$ cat src/design/osb_pkg.sv
// Shared types and codes for the one-shot timer bank.
// Used by osb_alu, one_shot_timer_bank and osb_chk; depends on nothing.
package osb_pkg;

    localparam logic [1:0] OP_TICK    = 2'd0;
    localparam logic [1:0] OP_CREATE  = 2'd1;
    localparam logic [1:0] OP_DESTROY = 2'd2;
    localparam logic [1:0] OP_FIND    = 2'd3;

    localparam logic [1:0] MODE_TICKS   = 2'd1;
    localparam logic [1:0] MODE_SECONDS = 2'd2;

    localparam logic [2:0] ST_OK        = 3'd0;
    localparam logic [2:0] ST_BAD_ID    = 3'd1;
    localparam logic [2:0] ST_BAD_MODE  = 3'd2;
    localparam logic [2:0] ST_BAD_OWNER = 3'd3;
    localparam logic [2:0] ST_FIRED     = 3'd4;
    localparam logic [2:0] ST_DONE      = 3'd5;
    localparam logic [2:0] ST_NONE_FREE = 3'd6;

    typedef struct packed {
        logic [1:0]  opcode;
        logic [7:0]  slot_id;
        logic [31:0] delay_amount;
        logic [1:0]  unit_mode;
        logic [15:0] owner_tag;
        logic        owner_ok;
        logic [31:0] now_seconds;
    } osb_in_t;

    typedef struct packed {
        logic [2:0]  status;
        logic [5:0]  result_slot;
        logic [15:0] fired_owner;
        logic        last;
    } osb_out_t;

    typedef struct packed {
        logic        secs;
        logic [32:0] count;
        logic [15:0] owner;
    } osb_entry_t;

    typedef struct packed {
        logic [32:0] a;
        logic [32:0] b;
        logic        sub;
    } osb_alu_req_t;

    typedef struct packed {
        logic [32:0] value;
        logic        le;
    } osb_alu_rsp_t;

endpackage

$ cat src/design/osb_ram.sv
// Generic single-write, single-read RAM with registered read data.
// No dependencies.
module osb_ram #(
    parameter int WIDTH = 8,
    parameter int DEPTH = 16
) (
    input  logic                                   aclk,
    input  logic                                   we,
    input  logic [((DEPTH > 1) ? $clog2(DEPTH) : 1)-1:0] waddr,
    input  logic [WIDTH-1:0]                       wdata,
    input  logic                                   re,
    input  logic [((DEPTH > 1) ? $clog2(DEPTH) : 1)-1:0] raddr,
    output logic [WIDTH-1:0]                       rdata
);

    logic [WIDTH-1:0] mem_reg [DEPTH];
    logic [WIDTH-1:0] rdata_reg;

    always_ff @(posedge aclk) begin
        if (we) begin
            mem_reg[waddr] <= wdata;
        end
        if (re) begin
            rdata_reg <= mem_reg[raddr];
        end
    end

    assign rdata = rdata_reg;

endmodule

$ cat src/design/osb_alu.sv
// Shared 33-bit add/subtract unit with a less-or-equal flag.
// Depends on osb_pkg.
module osb_alu (
    input  osb_pkg::osb_alu_req_t req,
    output osb_pkg::osb_alu_rsp_t rsp
);
    import osb_pkg::*;

    logic [33:0] res;

    always_comb begin
        if (req.sub) begin
            res = {1'b0, req.a} - {1'b0, req.b};
        end else begin
            res = {1'b0, req.a} + {1'b0, req.b};
        end
        rsp.value = res[32:0];
        rsp.le    = res[33] || (res == 34'd0);
    end

endmodule

$ cat src/design/one_shot_timer_bank.sv
// Top level of the one-shot timer bank: sequencer, live-slot flags, output register.
// Depends on osb_pkg, osb_ram and osb_alu.
//
// A bank of SLOT_COUNT one-shot timers. Counts, deadlines and owners sit in one RAM with
// a registered read; a live flag per slot in flip-flops is cleared by reset. A tick
// transaction reads the first slot from the RAM, then walks the slots one per cycle
// (holding a slot while the result channel stalls its fired result) through a single
// 33-bit subtractor, which both decrements tick counts and compares deadlines with
// now_seconds, and ends with a done result. Create, destroy and find-free each end
// with one result, which likewise waits while the result channel stalls.
// s_ready is high only between transactions; the result register lets the next
// transaction start while the last result still waits on m_ready.
module one_shot_timer_bank #(
    parameter int SLOT_COUNT = 16
) (
    input  logic              aclk,
    input  logic              aresetn,
    input  logic              s_valid,
    output logic              s_ready,
    input  osb_pkg::osb_in_t  s_data,
    output logic              m_valid,
    input  logic              m_ready,
    output osb_pkg::osb_out_t m_data
);
    import osb_pkg::*;

    localparam int IW = (SLOT_COUNT > 1) ? $clog2(SLOT_COUNT) : 1;
    localparam logic [IW-1:0] LAST_IDX = IW'(SLOT_COUNT - 1);
    localparam logic [7:0] SLOT_LIMIT = 8'(SLOT_COUNT);
    localparam int EW = $bits(osb_entry_t);

    localparam logic [2:0] S_IDLE   = 3'd0;
    localparam logic [2:0] S_TICK   = 3'd1;
    localparam logic [2:0] S_CREATE = 3'd2;
    localparam logic [2:0] S_FIND   = 3'd3;
    localparam logic [2:0] S_RESP   = 3'd4;
    localparam logic [2:0] S_DONE   = 3'd5;

    logic [2:0]            state_reg, state_next;
    logic [IW-1:0]         idx_reg, idx_next;
    logic [SLOT_COUNT-1:0] alive_reg, alive_next;
    logic                  m_valid_reg, m_valid_next;
    osb_in_t               in_reg, in_next;
    osb_out_t              pend_reg, pend_next;
    osb_out_t              out_reg, out_next;

    logic          can_emit, s_accept, in_range_s, in_range_r, cur_alive;
    logic          tick_fire, tick_go, emit_valid;
    osb_out_t      emit_data;
    osb_entry_t    rd_entry, wr_entry;
    osb_alu_req_t  alu_req;
    osb_alu_rsp_t  alu_rsp;
    logic          ram_we, ram_re;
    logic [IW-1:0] ram_raddr;
    logic [EW-1:0] ram_rdata;

    osb_ram #(
        .WIDTH (EW),
        .DEPTH (SLOT_COUNT)
    ) u_osb_ram (
        .aclk  (aclk),
        .we    (ram_we),
        .waddr (idx_reg),
        .wdata (wr_entry),
        .re    (ram_re),
        .raddr (ram_raddr),
        .rdata (ram_rdata)
    );

    osb_alu u_osb_alu (
        .req (alu_req),
        .rsp (alu_rsp)
    );

    assign s_ready    = (state_reg == S_IDLE);
    assign s_accept   = s_valid && s_ready;
    assign can_emit   = !m_valid_reg || m_ready;
    assign in_range_s = (s_data.slot_id < SLOT_LIMIT);
    assign in_range_r = (in_reg.slot_id < SLOT_LIMIT);
    assign cur_alive  = alive_reg[idx_reg];
    assign rd_entry   = osb_entry_t'(ram_rdata);
    assign tick_fire  = cur_alive && alu_rsp.le;
    assign tick_go    = (state_reg == S_TICK) && (!tick_fire || can_emit);
    assign m_valid    = m_valid_reg;
    assign m_data     = out_reg;

    always_comb begin
        if (state_reg == S_CREATE) begin
            alu_req.a   = {1'b0, in_reg.now_seconds};
            alu_req.b   = {1'b0, in_reg.delay_amount};
            alu_req.sub = 1'b0;
        end else begin
            alu_req.a   = rd_entry.count;
            alu_req.b   = rd_entry.secs ? {1'b0, in_reg.now_seconds} : 33'd1;
            alu_req.sub = 1'b1;
        end
    end

    always_comb begin
        state_next   = state_reg;
        idx_next     = idx_reg;
        alive_next   = alive_reg;
        in_next      = in_reg;
        pend_next    = pend_reg;
        out_next     = out_reg;
        m_valid_next = m_valid_reg;
        ram_we       = 1'b0;
        ram_re       = 1'b0;
        ram_raddr    = idx_reg + IW'(1);
        wr_entry     = rd_entry;
        emit_valid   = 1'b0;
        emit_data    = '0;

        unique case (state_reg)
            S_IDLE: begin
                if (s_accept) begin
                    in_next = s_data;
                    unique case (s_data.opcode)
                        OP_TICK: begin
                            idx_next   = '0;
                            ram_re     = 1'b1;
                            ram_raddr  = '0;
                            state_next = S_TICK;
                        end
                        OP_CREATE: begin
                            idx_next   = in_range_s ? s_data.slot_id[IW-1:0] : '0;
                            state_next = S_CREATE;
                        end
                        OP_DESTROY: begin
                            if (in_range_s) begin
                                alive_next[s_data.slot_id[IW-1:0]] = 1'b0;
                            end
                            pend_next.status      = in_range_s ? ST_OK : ST_BAD_ID;
                            pend_next.result_slot = '0;
                            pend_next.fired_owner = '0;
                            pend_next.last        = 1'b1;
                            state_next            = S_RESP;
                        end
                        OP_FIND: begin
                            idx_next   = '0;
                            state_next = S_FIND;
                        end
                        default: begin
                            state_next = S_IDLE;
                        end
                    endcase
                end
            end
            S_CREATE: begin
                pend_next.status      = ST_OK;
                pend_next.result_slot = '0;
                pend_next.fired_owner = '0;
                pend_next.last        = 1'b1;
                if (!in_range_r || cur_alive) begin
                    pend_next.status = ST_BAD_ID;
                end else if (in_reg.unit_mode != MODE_TICKS
                             && in_reg.unit_mode != MODE_SECONDS) begin
                    pend_next.status = ST_BAD_MODE;
                end else if (!in_reg.owner_ok) begin
                    pend_next.status = ST_BAD_OWNER;
                end else begin
                    alive_next[idx_reg] = 1'b1;
                    ram_we              = 1'b1;
                    wr_entry.secs       = (in_reg.unit_mode == MODE_SECONDS);
                    wr_entry.count      = (in_reg.unit_mode == MODE_SECONDS) ?
                                          alu_rsp.value : {1'b0, in_reg.delay_amount};
                    wr_entry.owner      = in_reg.owner_tag;
                end
                state_next = S_RESP;
            end
            S_FIND: begin
                pend_next.fired_owner = '0;
                pend_next.last        = 1'b1;
                if (!cur_alive) begin
                    pend_next.status      = ST_OK;
                    pend_next.result_slot = 6'(idx_reg);
                    state_next            = S_RESP;
                end else if (idx_reg == LAST_IDX) begin
                    pend_next.status      = ST_NONE_FREE;
                    pend_next.result_slot = '0;
                    state_next            = S_RESP;
                end else begin
                    idx_next = idx_reg + IW'(1);
                end
            end
            S_TICK: begin
                if (tick_go) begin
                    if (tick_fire) begin
                        alive_next[idx_reg]   = 1'b0;
                        emit_valid            = 1'b1;
                        emit_data.status      = ST_FIRED;
                        emit_data.result_slot = 6'(idx_reg);
                        emit_data.fired_owner = rd_entry.owner;
                        emit_data.last        = 1'b0;
                    end else if (cur_alive && !rd_entry.secs) begin
                        ram_we         = 1'b1;
                        wr_entry.count = alu_rsp.value;
                    end
                    if (idx_reg == LAST_IDX) begin
                        state_next = S_DONE;
                    end else begin
                        idx_next = idx_reg + IW'(1);
                        ram_re   = 1'b1;
                    end
                end
            end
            S_RESP: begin
                emit_valid = 1'b1;
                emit_data  = pend_reg;
                if (can_emit) begin
                    state_next = S_IDLE;
                end
            end
            S_DONE: begin
                emit_valid       = 1'b1;
                emit_data.status = ST_DONE;
                emit_data.last   = 1'b1;
                if (can_emit) begin
                    state_next = S_IDLE;
                end
            end
            default: begin
                state_next = S_IDLE;
            end
        endcase

        if (emit_valid && can_emit) begin
            out_next     = emit_data;
            m_valid_next = 1'b1;
        end else if (m_ready) begin
            m_valid_next = 1'b0;
        end
    end

    always_ff @(posedge aclk) begin
        if (!aresetn) begin
            state_reg   <= S_IDLE;
            idx_reg     <= '0;
            alive_reg   <= '0;
            m_valid_reg <= 1'b0;
        end else begin
            state_reg   <= state_next;
            idx_reg     <= idx_next;
            alive_reg   <= alive_next;
            m_valid_reg <= m_valid_next;
        end
    end

    always_ff @(posedge aclk) begin
        in_reg   <= in_next;
        pend_reg <= pend_next;
        out_reg  <= out_next;
    end

endmodule

$ cat config.mk
export PLATFORM = sky130hd
export DESIGN_NAME = one_shot_timer_bank
export DESIGN_NICKNAME = d
export VERILOG_FILES = /design/src/design/osb_pkg.sv /design/src/design/osb_ram.sv /design/src/design/osb_alu.sv /design/src/design/one_shot_timer_bank.sv
export SDC_FILE = /design/constraint.sdc
export NUM_CORES = 2
export LEC_CHECK = 0
export BUFFER_PORTS_ARGS = -buffer_cell sky130_fd_sc_hd__buf_4
export CAP_MARGIN = 10
export CORE_UTILIZATION = 30
export CTS_CLUSTER_SIZE = 10
export DETAILED_ROUTE_END_ITERATION = 10
export GPL_TIMING_DRIVEN = 1
export PLACE_DENSITY_LB_ADDON = 0.08
export SLEW_MARGIN = 15
export SYNTH_ARGS = -nofsm -noshare
export SYNTH_HDL_FRONTEND = slang
export SYNTH_SLANG_ARGS = --single-unit
$ cat constraint.sdc
create_clock -name aclk -period 20 [get_ports aclk]
set_input_delay 5 -clock aclk [delete_from_list [all_inputs] [get_ports aclk]]
set_output_delay 5 -clock aclk [all_outputs]
set_load 0.01 [all_outputs]
# Word level (Yosys, flattened, before mapping)
# Memories as Yosys holds them, arrays and structs flattened. A register that Yosys moved wholly into a read port is not among the register bits.
# Cells that the tools add are included.
# Widths: inputs -> output; s select.
[totals]
reg_bits = 167
mem_bits_rw = 800
inputBits = 97
output_inout_bits = 28
mem_count = 1
[op_classes]
addsub = 3
magnitude_cmp = 6
eq_ne = 25
muxes = 79
n_bitwise = 5
n_reduce_logical = 31
[memory_table]
columns = ["memory", "depth", "word_bits", "rd", "rd_ports_with_merged_regs", "wr", "line", "source"]
rows = [
  ["u_osb_ram.mem_reg", 16, 50, 1, 1, 1, "osb_ram.sv:16", "logic [WIDTH-1:0] mem_reg [DEPTH];"],
]
[op_table]
columns = ["cell", "n"]
rows = [
  ["$mux 50", 3],
  ["$mux 16", 9],
  ["$mux 33", 4],
  ["$mux 26", 4],
  ["$pmux 26 s3", 1],
  ["$mux 67", 1],
  ["$pmux 33 s2", 1],
  ["$pmux 16 s3", 1],
  ["$pmux 22 s2", 1],
  ["$add 33x33->34", 1],
  ["$logic_not 34->1", 1],
  ["$mux 34", 1],
  ["$sub 33x33->34", 1],
  ["$and 16x16->16", 2],
  ["$mux 32", 1],
  ["$mux 4", 8],
  ["$not 16->16", 2],
  ["$mux 1", 21],
  ["$mux 3", 6],
  ["$mux 9", 2],
  ["$lt 8x5->1 const B", 2],
  ["$or 16x16->16", 1],
  ["$pmux 3 s5", 1],
  ["$ne 2x2->1 const B", 7],
  ["other kinds (34)", 67],
]

# Longest topological paths before layout
[depth]
word_depth = 14
mapped_depth = 27
mapped_depth_nobuf = 24

# Modules after synthesis
# A second synthesis with hierarchy kept.
[unflattened]
hier_cells = 2410
area_unflattened_um2 = 41345.9
[modules_own_cells]
columns = ["mod", "n_inst", "cells_each", "area_per_inst_um2", "seq_area_each_um2"]
rows = [
  ["osb_ram", 1, 1294, 31413.9, 25524.5],
  ["one_shot_timer_bank", 1, 752, 7447.1, 4023.9],
  ["osb_alu", 1, 364, 2484.9, 0.0],
]

# Worst setup path after synthesis
# OpenSTA, ideal clock, no wires.
[synth_timing]
path_type = "input -> register"
startpoint = "in s_valid"
endpoint = "reg u_osb_ram.rdata_reg[0] (netlist: u_osb_ram.rdata[0]), read port of u_osb_ram.mem_reg, enable pin"
setup_ns = 0.527
arrival_ns = 9.043
required_ns = 19.473
slack_ns = 10.431
path_stages = 3
n_path_buf = 0
cell_sequence = "and2_1 -> nand2_1 -> o21ai_0"
[synth_via]
elab_chain_cells = 3
[synth_rtl]
columns = ["item", "line", "source"]
rows = [
  ["start, declared", "one_shot_timer_bank.sv:18", "input logic s_valid,"],
  ["$logic_and 1x1->1", "one_shot_timer_bank.sv:76", "assign s_accept = s_valid && s_ready;"],
  ["$mux 1", "one_shot_timer_bank.sv:116", "if (s_accept) begin"],
  ["$pmux 1 s2", "one_shot_timer_bank.sv:114", "unique case (state_reg)"],
  ["via ram_re", "one_shot_timer_bank.sv:53", "logic ram_we, ram_re;"],
  ["end, declared", "osb_ram.sv:17", "logic [WIDTH-1:0] rdata_reg;"],
]
# The timed path passes the listed nets, and every way through them passes these cells.
# A chain may end at the register's enable or synchronous reset.

# Worst setup path in the final report
[layout_timing]
startpoint = "in s_data[91] (netlist name)"
endpoint = "reg u_osb_ram.rdata_reg[13] (netlist: u_osb_ram.rdata[13]), read port of u_osb_ram.mem_reg (data pin)"
[layout_via]
elab_chain_cells = 4
[layout_rtl]
columns = ["item", "line", "source"]
rows = [
  ["start, declared", "one_shot_timer_bank.sv:20", "input osb_pkg::osb_in_t s_data,"],
  ["$logic_not 2->1 (*)", "one_shot_timer_bank.sv:118", "unique case (s_data.opcode)"],
  ["$mux 1 / $mux 4 (equally long branches)", "one_shot_timer_bank.sv:118", ""],
  ["$mux 1 / $mux 4 (equally long branches)", "one_shot_timer_bank.sv:116", ""],
  ["$pmux 1 s2 / $mux 4 (equally long branches)", "one_shot_timer_bank.sv:114", ""],
]
# Mark *: on every way between the ends. The rest lies on a longest branch, timed or not.

==> key figures <==
Detailed routing
  – DR pass1 iterations: 5
  – DRC violation count after routing: 0
  – Via count: 27640
  – Antenna Nets Post-Route: 0
  – DR iter-0 viols: 2244
  – Wire per inst: 26.21 um
  – Vias/cell: 5.321
  – Drt total wl: 136.1 mm

Finish
  – Post-layout util: 0.3481
  – Number of flip-flops under the largest register name: 800
  – Layout net count: 3389
  – Finished layout cell area: 0.04940 mm^2
  – Area growth from synthesis to final layout: 14.79%
  – Fraction of layout cells with a size suffix above 1: 0.1247
  – Fill cells: 13820
  – N_diodes: 0

Die
  – Width of the chip: 380.8 um
  – Chip height: 380.8 um
  – Placeable Area: 0.1419 mm^2
  – Overall die area: 0.1450 mm^2
  – Starting density of the core: 0.3032
  – Number of placement rows: 138
  – I/O pins: 125

Power and ir drop
  – Clock network fraction of design power: 0.353
  – P per Cell Area: 110.4 mW/mm^2
  – Sw power: 1.584 mW
  – Internal cell power: 3.872 mW
  – Cell leakage power: 15.86 nW
  – Switching power share of the total: 0.2903
  – Comb pwr share: 0.193
  – Max rail drop VDD: 0.00008066 V
  – Sequential fraction of design power: 0.455

STA
  – RSZ-0062 raised after global routing: false
  – Actual slew at the worst max-slew pin: 1.185 ns
  – Number of endpoints failing setup at the final stage: 0
  – Final number of hold-violating endpoints: 0
  – Hold WS: 0.5431 ns
  – Total Neg Setup Slack: 0 ns
  – Worst-case clock skew: 0.06651 ns
  – Final worst-path cycle share: 0.4739
  – Headroom to the max-slew limit: 0.2099
  – Post-layout min period: 9.477 ns
  – Highest clock rate: 105.5 MHz
  – Max-slew violation count: 0

GRT
  – Vias in the first global route: 27710
  – Initial antenna violation count: 0
  – Pin count of the biggest net entering global routing: 162
  – Global-route usage over all layers: 0.1844
  – Remaining global-route overflow: 0
  – First-pass GRT wire length: 197.2 mm

Worst hold path
  – Start point of the worst min-delay path: alive_reg[12]$_SDFFE_PN0P_
  – Worst Hold Path EP: alive_reg[12]$_SDFFE_PN0P_
  – Kind of path behind the tightest hold check: flip-flop to flip-flop
  – Cell depth of the worst min-delay path: 2

Synthesis
  – Yosys reg bits: 992
  – Top flip-flop cell by instance count after synthesis: sky130_fd_sc_hd__edfxtp_1
  – Number of enable flip-flop cells after synthesis: 968
  – Post-synthesis instance area: 0.04304 mm^2
  – Most area-consuming cells after synthesis: sky130_fd_sc_hd__edfxtp_1 68%, sky130_fd_sc_hd__nand2_1 3.6%, sky130_fd_sc_hd__mux4_2 2.9%, sky130_fd_sc_hd__and2_1 2.3%, sky130_fd_sc_hd__a31oi_1 2.2%
  – Leading area contributor after synthesis: sky130_fd_sc_hd__edfxtp_1
  – Distinct cell type count after synthesis: 79
  – Sequential-to-total area share from yosys stat: 0.6866
  – Synth warnings: 0
  – Share of synthesized flip-flops with an asynchronous set or reset: 0
  – Gate count of the mapped netlist: 3184
  – Post-Syn Area per Cell: 13.52 um^2
  – Share of Yosys cell area claimed by the top area cell type: 0.6754

Placement
  – HPWL after detailed placement: 76.42 mm
  – Post-Place Cell Area: 0.04603 mm^2
  – Buffers on Ports: 122
  – Placer's final routability congestion estimate: 0.8295

Setup path
  – Element type at the critical path end: flip-flop
  – Most Frequent Cell on Critical Path: sky130_fd_sc_hd__buf_4
  – Launch point of the worst reg-to-reg path: state_reg[0]$_SDFFE_PN0P_
  – Worst R2R Path Depth: 24
  – Arrival time at the worst endpoint: 9.94 ns
  – CP Launch Type: primary input
  – Number of stages on the worst setup path: 10
  – Register-to-register setup slack: 10.58 ns
  – Peak fanout along the critical path: 79
  – Sequence of cells on the critical path: buf_4, inv_1, ha_1, and3_4, nor2_4, buf_4, buf_4, buf_4, o21ai_0, mux4_2
  – CP Class: primary input to flip-flop
  – Cell with the largest stage delay on the worst path: sky130_fd_sc_hd__nor2_4
  – Worst reg2reg path endpoint: u_osb_ram.mem_reg[12][42]$_DFFE_PP_
  – Bufs and invs on worst path: 5
  – Required time of the worst setup path: 20.46 ns
  – Cell family with the largest share of critical-path delay: buffers and inverters
  – Slowest Stage Delay on Critical Path: 1.00 ns

Clock tree
  – Number of clock buffers inserted by TritonCTS: 116
  – Clock tree from TritonCTS: built
  – Clock latency on the worst-skew pair: 0.75 ns
  – Clock root buffer: sky130_fd_sc_hd__clkbuf_16
  – Max Buffers Root-to-Sink: 3
  – CTS hold repair buffers: 0
  – Count of instances resized after the clock tree is built: 0
  – TritonCTS sink count: 992
  – Reg clk slew, reported paths: 0.06 ns
  – Setup Buffers After CTS: 0
  – Deepest level of the CTS H-tree: 3

Run
  – Max capacitance violation total: 0

Run status
  – Result of the run: complete, no violations
-- layout by cell type, fill, tap and decap left out, types with 53 or more instances in the layout --
cell type / instances
sky130_fd_sc_hd__o21ai_0: 168
sky130_fd_sc_hd__a211oi_1: 110
sky130_fd_sc_hd__nand2_1: 413
sky130_fd_sc_hd__clkbuf_16: 118
sky130_fd_sc_hd__a21oi_1: 53
sky130_fd_sc_hd__o211ai_1: 106
sky130_fd_sc_hd__buf_4: 174
sky130_fd_sc_hd__or3_1: 120
sky130_fd_sc_hd__nor2_1: 111
sky130_fd_sc_hd__o22ai_1: 103
sky130_fd_sc_hd__mux4_2: 55
sky130_fd_sc_hd__a31oi_1: 148
sky130_fd_sc_hd__edfxtp_1: 968
sky130_fd_sc_hd__and2_1: 154
-- metrics by stage --
| step | instances | power, mW | worst slack [ns] |
|---|---|---|---|
| finish | 5194 | 5.456 | 10.52 |
| detailed placement | 5020 | 3.575 | 9.740 |
| floorplan | 3185 | 3.202 | 10.43 |
| CTS | 5194 | 5.526 | 10.48 |
| global route | 5194 | 5.689 | 10.16 |
| global placement | 5020 | 3.568 | 9.858 |
-- synthesized netlist by cell type, drive strengths merged, types with 8 or more instances --
library cell,number
edfxtp,968
nand2,414
clkbuf,198
o21ai,172
and2,155
a31oi,148
nor2,130
or3,120
a211oi,110
o211ai,106
o22ai,103
mux4,55
a21oi,53
ha,43
buf,32
nor3,31
a221o,29
xor2,27
xnor2,25
dfxtp,24
inv,18
and3,17
mux2i,16
nand3,15
nand4,14
o21a,14
a21o,12
nand2b,12
nor2b,10
nor4,10
or4,9
or2,8
-- metal layers --
layer  vias to the layer above  GRT usage  share of wire
met2                       764     0.2968           0.47
met4                         0    0.04633          0.023
met5                         -          0              0
met1                     14190     0.2590           0.46
met3                       199    0.02852          0.048
li1                      12480          -              -
-- area by class of cell --
type / instances / area, um^2 / area share
sequential: 992 / 29550 / 0.5982
timing repair buffer: 175 / 1326 / 0.02685
clock buffer: 153 / 3124 / 0.06324
clock inverter: 21 / 250.2 / 0.005065
inverter: 20 / 80.08 / 0.001621
tap: 1890 / 2365 / 0.04787
multi-input combinational: 1943 / 12700 / 0.2572
-- worst register-to-register path, stage by stage, from the launching register on --
cell and delay [ns]:
sky130_fd_sc_hd__dfxtp_1 0.64, sky130_fd_sc_hd__or3b_4 0.42, sky130_fd_sc_hd__buf_4 0.53, sky130_fd_sc_hd__mux2i_1 0.28, sky130_fd_sc_hd__or4b_1 0.60, sky130_fd_sc_hd__nor3b_1 0.69
sky130_fd_sc_hd__nand2_1 0.30, sky130_fd_sc_hd__or3_1 0.43, sky130_fd_sc_hd__xnor2_1 0.14, sky130_fd_sc_hd__nor2_1 0.10, sky130_fd_sc_hd__a31oi_1 0.05, sky130_fd_sc_hd__ha_1 0.43
sky130_fd_sc_hd__a21o_1 0.23, sky130_fd_sc_hd__a21o_1 0.17, sky130_fd_sc_hd__a21oi_1 0.14, sky130_fd_sc_hd__o21ai_0 0.11, sky130_fd_sc_hd__a21oi_1 0.18, sky130_fd_sc_hd__xor2_1 0.13
sky130_fd_sc_hd__or4_1 0.56, sky130_fd_sc_hd__or4b_4 0.61, sky130_fd_sc_hd__o21ai_4 0.41, sky130_fd_sc_hd__o21a_4 0.21, sky130_fd_sc_hd__buf_4 0.70, sky130_fd_sc_hd__nor2_4 0.41
sky130_fd_sc_hd__buf_4 0.54
-- worst max path at each step --
| stage | start | slack [ns] | to |
|---|---|---|---|
| 2_1_floorplan | s_valid | 10.43 | u_osb_ram.rdata[0]$_DFFE_PP_ |
| 3_3_place_gp | s_data[91] | 9.86 | u_osb_ram.rdata[14]$_DFFE_PP_ |
| 3_5_place_dp | s_data[91] | 9.74 | u_osb_ram.rdata[13]$_DFFE_PP_ |
| 4_1_cts | state_reg[0]$_SDFFE_PN0P_ | 10.48 | u_osb_ram.mem_reg[12][20]$_DFFE_PP_ |
| 5_1_grt | state_reg[1]$_SDFFE_PN0P_ | 10.16 | u_osb_ram.mem_reg[12][20]$_DFFE_PP_ |
| 6_report | s_data[91] | 10.52 | u_osb_ram.rdata[13]$_DFFE_PP_ |
-- logic make-up after synthesis --
family	after synthesis	synth area share
compound gates	811	0.1253
xor+xnor	52	0.01058
fa+ha+maj	44	0.01297
buf+inv	250	0.02288
flops	992	0.6866
mux	72	0.03277
other cells	1	0.00008714
simple gates	962	0.1088
-- power groups by stage --
stage / sequential [mW] / combinational, mW / clock (mW)
2_1_floorplan: 2.48 / 0.718 / 0
3_3_place_gp: 2.52 / 1.05 / 0
3_5_place_dp: 2.52 / 1.06 / 0
4_1_cts: 2.48 / 1.06 / 1.99
5_1_grt: 2.48 / 1.15 / 2.05
6_report: 2.48 / 1.05 / 1.92
Power figures use the tool's default switching activity.
